--- src/rtl/core/npc_pkg.sv ---
`default_nettype none

package npc_pkg;

  localparam int PALETTE_ENTRIES = 256;
  localparam int STORE_DEPTH     = 256;
  localparam int IDX_W           = 8;
  localparam int CH_W            = 8;
  localparam int ENTRY_W         = 3 * CH_W;
  localparam int SQ_W            = 2 * CH_W;
  localparam int DIST_W          = SQ_W + 2;

  localparam logic [IDX_W-1:0]  LAST_IDX   = IDX_W'(PALETTE_ENTRIES - 1);
  localparam logic [IDX_W:0]    ENTRY_LIM  = (IDX_W + 1)'(PALETTE_ENTRIES);
  localparam logic [DIST_W-1:0] DIST_INIT  = {DIST_W{1'b1}};

  localparam logic MODE_LOOKUP = 1'b0;
  localparam logic MODE_WRITE  = 1'b1;

  localparam logic ORDER_LOW_FIRST = 1'b0;
  localparam logic ORDER_HIGH_FIRST = 1'b1;

  typedef enum logic [2:0] {
    ST_IDLE  = 3'b001,
    ST_SCAN  = 3'b010,
    ST_DRAIN = 3'b100
  } state_t;

  typedef struct packed {
    logic             v;
    logic [IDX_W-1:0] idx;
  } tag_t;

endpackage

`default_nettype wire

--- src/rtl/core/npc_dist.sv ---
`default_nettype none

module npc_dist (
  input  wire logic                        clk,
  input  wire logic                        rst_n,
  input  wire logic [npc_pkg::CH_W-1:0]    px_red,
  input  wire logic [npc_pkg::CH_W-1:0]    px_green,
  input  wire logic [npc_pkg::CH_W-1:0]    px_blue,
  input  wire logic [npc_pkg::ENTRY_W-1:0] entry,
  input  wire npc_pkg::tag_t               tag_in,
  output      logic [npc_pkg::DIST_W-1:0]  dist_sum,
  output      npc_pkg::tag_t               tag_out
);

  localparam int CW = npc_pkg::CH_W;
  localparam int SW = npc_pkg::SQ_W;
  localparam int DW = npc_pkg::DIST_W;

  logic [CW-1:0] e_red, e_green, e_blue;
  logic [CW-1:0] d_red, d_green, d_blue;
  logic [SW-1:0] sq_red_r, sq_green_r, sq_blue_r;
  npc_pkg::tag_t tag_r;

  assign e_red   = entry[3*CW-1:2*CW];
  assign e_green = entry[2*CW-1:CW];
  assign e_blue  = entry[CW-1:0];

  assign d_red   = (px_red   > e_red)   ? px_red   - e_red   : e_red   - px_red;
  assign d_green = (px_green > e_green) ? px_green - e_green : e_green - px_green;
  assign d_blue  = (px_blue  > e_blue)  ? px_blue  - e_blue  : e_blue  - px_blue;

  always_ff @(posedge clk) begin
    sq_red_r   <= SW'(d_red)   * SW'(d_red);
    sq_green_r <= SW'(d_green) * SW'(d_green);
    sq_blue_r  <= SW'(d_blue)  * SW'(d_blue);
  end

  always_ff @(posedge clk) begin
    if (!rst_n) begin
      tag_r <= '0;
    end else begin
      tag_r <= tag_in;
    end
  end

  assign dist_sum = DW'(sq_red_r) + DW'(sq_green_r) + DW'(sq_blue_r);
  assign tag_out  = tag_r;

endmodule

`default_nettype wire

--- config.mk ---
export PLATFORM = sky130hd
export DESIGN_NAME = npc_dist
export DESIGN_NICKNAME = d
export VERILOG_FILES = /design/src/rtl/core/npc_pkg.sv /design/src/rtl/core/npc_dist.sv
export SDC_FILE = /design/constraint.sdc
export NUM_CORES = 1
export LEC_CHECK = 0
export BUFFER_PORTS_ARGS = -buffer_cell sky130_fd_sc_hd__buf_2
export CORE_UTILIZATION = 59
export DETAILED_ROUTE_END_ITERATION = 8
export PLACE_DENSITY = 0.88
export SLEW_MARGIN = 10
export SYNTH_ARGS = -nofsm -noshare
export SYNTH_HDL_FRONTEND = slang
export SYNTH_SLANG_ARGS = --single-unit
--- constraint.sdc ---
create_clock -name clk -period 7.4 [get_ports clk]
set_clock_uncertainty 0.1 [all_clocks]
set_input_delay 0 -clock clk [delete_from_list [all_inputs] [get_ports clk]]
set_output_delay 0 -clock clk [all_outputs]
set_load 0.01 [all_outputs]
==> impl_metrics.toml <==
[floorplan]
rows = 44
core_area_um2 = 14500
io_pins = 86
die_y_um = 124
die_x_um = 124
start_util = 0.604
dieArea_um2 = 15400

[clock_tree]
tritoncts = "done"
clockBufferDepth = 2
cts.reportedPaths.clkPinSlew_ns = 0.07
post-cts-setup-buffer-count = 0
clockRootBuffer = "clkbuf_16"
cts_max_level = 2
cts_inserted_buffers = 5
clkSinkCount = 54

[timing]
min_period_ns = 6.36
fin_crit_sh = 0.859
tightest_slew_ns = 0.875
fin_tns_setup_ns = 0
drv_slew = 0
holdWs_ns = 0.171
setup_viol = 0
slew_headroom = 0.400
hold_viol = 0
rsz0062_at_grt = "false"
fmax_mhz = 157

[critical_path]
critPathBufInv = 4
critPathMaxStageDelay_ns = 0.56
critical_path.endpoint_type = "flop"
required_ns = 7.52
arrival_ns = 6.48
crit_path_start_kind = "input pin"
crit_slowest_cell = "xnor2_1"
worst-setup-path-type = "input pin to flop"
path_cells = "buf_2 > inv_1 > ha_1 > fa_1 > nand2b_1 > a21oi_1 > o21ai_0 > a31oi_2 > mux2i_1 > xnor2_1 > nor2_1 > fa_1 > fa_1 > inv_1 > fa_1 > fa_1 > inv_1 > ha_1 > or2_2 > a21o_1 > o211a_1 > a311o_1 > a21oi_1 > xnor2_1"
critPathTopFamily = "adder cells"
crit_fanout = 8
crit_top_cell = "fa_1"

[run_status]
outcome = "finished, final reports clean"

[global_route]
antenna_found_initial = 0
grt_use_total = 0.239
grtUsageMet2 = 0.462
grt_pass1_wl_mm = 30.0
gr-usage-met1 = 0.287
busiest_layer = "met2"
grt_start_max_net_pins = 17
grt.overflow.total = 0
grt_pass1_vias = 7114
met3_usage = 0.0234

[final_layout]
fin_nets = 1418
area_growth_pct = 11.5
fillerInstances = 1080
antenna_cells = 0
drive_above_1_share = 0.115
final_core_util = 0.673

[routing]
wl_per_cell_um = 13.3
firstDrtPassIters = 4
via_count = 7007
first_iter_violations = 304
ant_nets = 0
finalWirelength_mm = 17.2
drc_errors = 0
vias_per_cell = 5.41

[synthesis]
synth_top_area_frac = 0.221
yosysMostFrequentCell = "inv_1"
post-synth-top-area-cell = "fa_1"
async_reset_ff_frac = 0
syn_avg_cell_area_um2 = 8.73
ys_ff_latch = 54
ys_seq_area_frac = 0.123
synthCells = 1005
synthTopCellsByArea = "fa_1, ha_1, dfxtp_1"
synth_edf_count = 0
synth_common_cells = "inv_1, ha_1, nor2_1"
netlist_area_um2 = 8780
synth_cell_types = 55
synth-main-ff-cell = "dfxtp_1"
yosys_warnings = 0

[placed_design]
hpwlAfterDp_mm = 14.2
port-buffer-count = 85
globalplace.congestion = 0.894

[job]
max-cap-violations = 0

[worst_hold_path]
hp-class = "input pin to flop"
==> path summary, 6_finish.rpt <==
| path | from | to | slack [ns] | depth (start not counted) |
|---|---|---|---|---|
| setup / recovery | px_green[0] | sq_green_r[14] | 1.04 | 24 |
| hold / removal | entry[8] | sq_green_r[0] | 0.17 | 3 |
==> metrics by stage <==
step | cell area, um2 | setup WS (ns) | instances
after global placement | 9440 | 0.993 | 1270
after floorplan | 8780 | 1.29 | 1007
after CTS | 9790 | 1.09 | 1296
final | 9790 | 1.04 | 1296
after detailed placement | 9440 | 0.803 | 1270
after global routing | 9790 | 0.631 | 1296
==> worst min-delay path, stage by stage <==
cell	delay, ns
buf_2	0.09
ha_1	0.30
inv_1	0.11
==> layout by cell type (no fill, tap or decap), types with 3 or more instances in the layout <==
master         count
a21o_1            21
a211oi_1           5
xnor2_2            5
clkbuf_16          5
xnor2_1           54
o211ai_1           5
ha_1             151
o21ai_0           35
nor3_1            12
xor2_1            19
a21boi_0           4
a21oi_1           78
and2_1            13
dlygate4sd3_1     18
nand2_1           18
nand3_1            3
inv_1            195
fa_1              97
conb_1             3
nand2b_1          11
dfxtp_1           54
or3_1              5
buf_4              8
nand4_1            5
buf_2             85
o21bai_1          13
mux2i_1           16
o21a_1            13
nor2_1           104
or2_2             13
nor2b_1            5
o21ai_1            3
==> flip-flops by register name (all words and copies together) (netlist names) <==
signal and flops:
sq_blue_r 15, sq_red_r 15, sq_green_r 15, tag_out 9
==> cells by family (layout without fill, tap and decap cells) <==
group                    Yosys count  count (layout)  share of synthesized area
AO/OA/AOI/OAI                    200             200                      0.143
AND/OR/NAND/NOR                  198             198                      0.105
buffers and inverters            209             314                     0.0900
multiplexers                      17              17                     0.0195
XOR/XNOR                          78              78                     0.0821
flip-flops                        54              54                      0.123
other                              1               3                   0.000427
adder cells (fa/ha/maj)          248             248                      0.437
==> cell type report <==
class | instances | area, um2 | share of cell area
Inverter | 195 | 732 | 0.0748
Clock inverter | 2 | 37.5 | 0.00383
Multi-Input combinational cell | 744 | 6910 | 0.706
Clock buffer | 6 | 129 | 0.0132
Timing Repair Buffer | 111 | 666 | 0.0680
Tap cell | 184 | 230 | 0.0235
Sequential cell | 54 | 1080 | 0.110
==> metal layers <==
layer,vias to the layer above,part of all wire
met4,0,0.015
li1,3463,-
met2,166,0.53
met3,24,0.035
met5,-,0
met1,3354,0.42
==> repair_timing <==
item	in CTS	in global routing
endpoints found under the hold margin	9	0
resized for setup	0	0
hold buffers	18	0
Power is left out: the tool's default activity adds up to more than one toggle a clock period on the data nets, which glitch-free logic cannot reach.
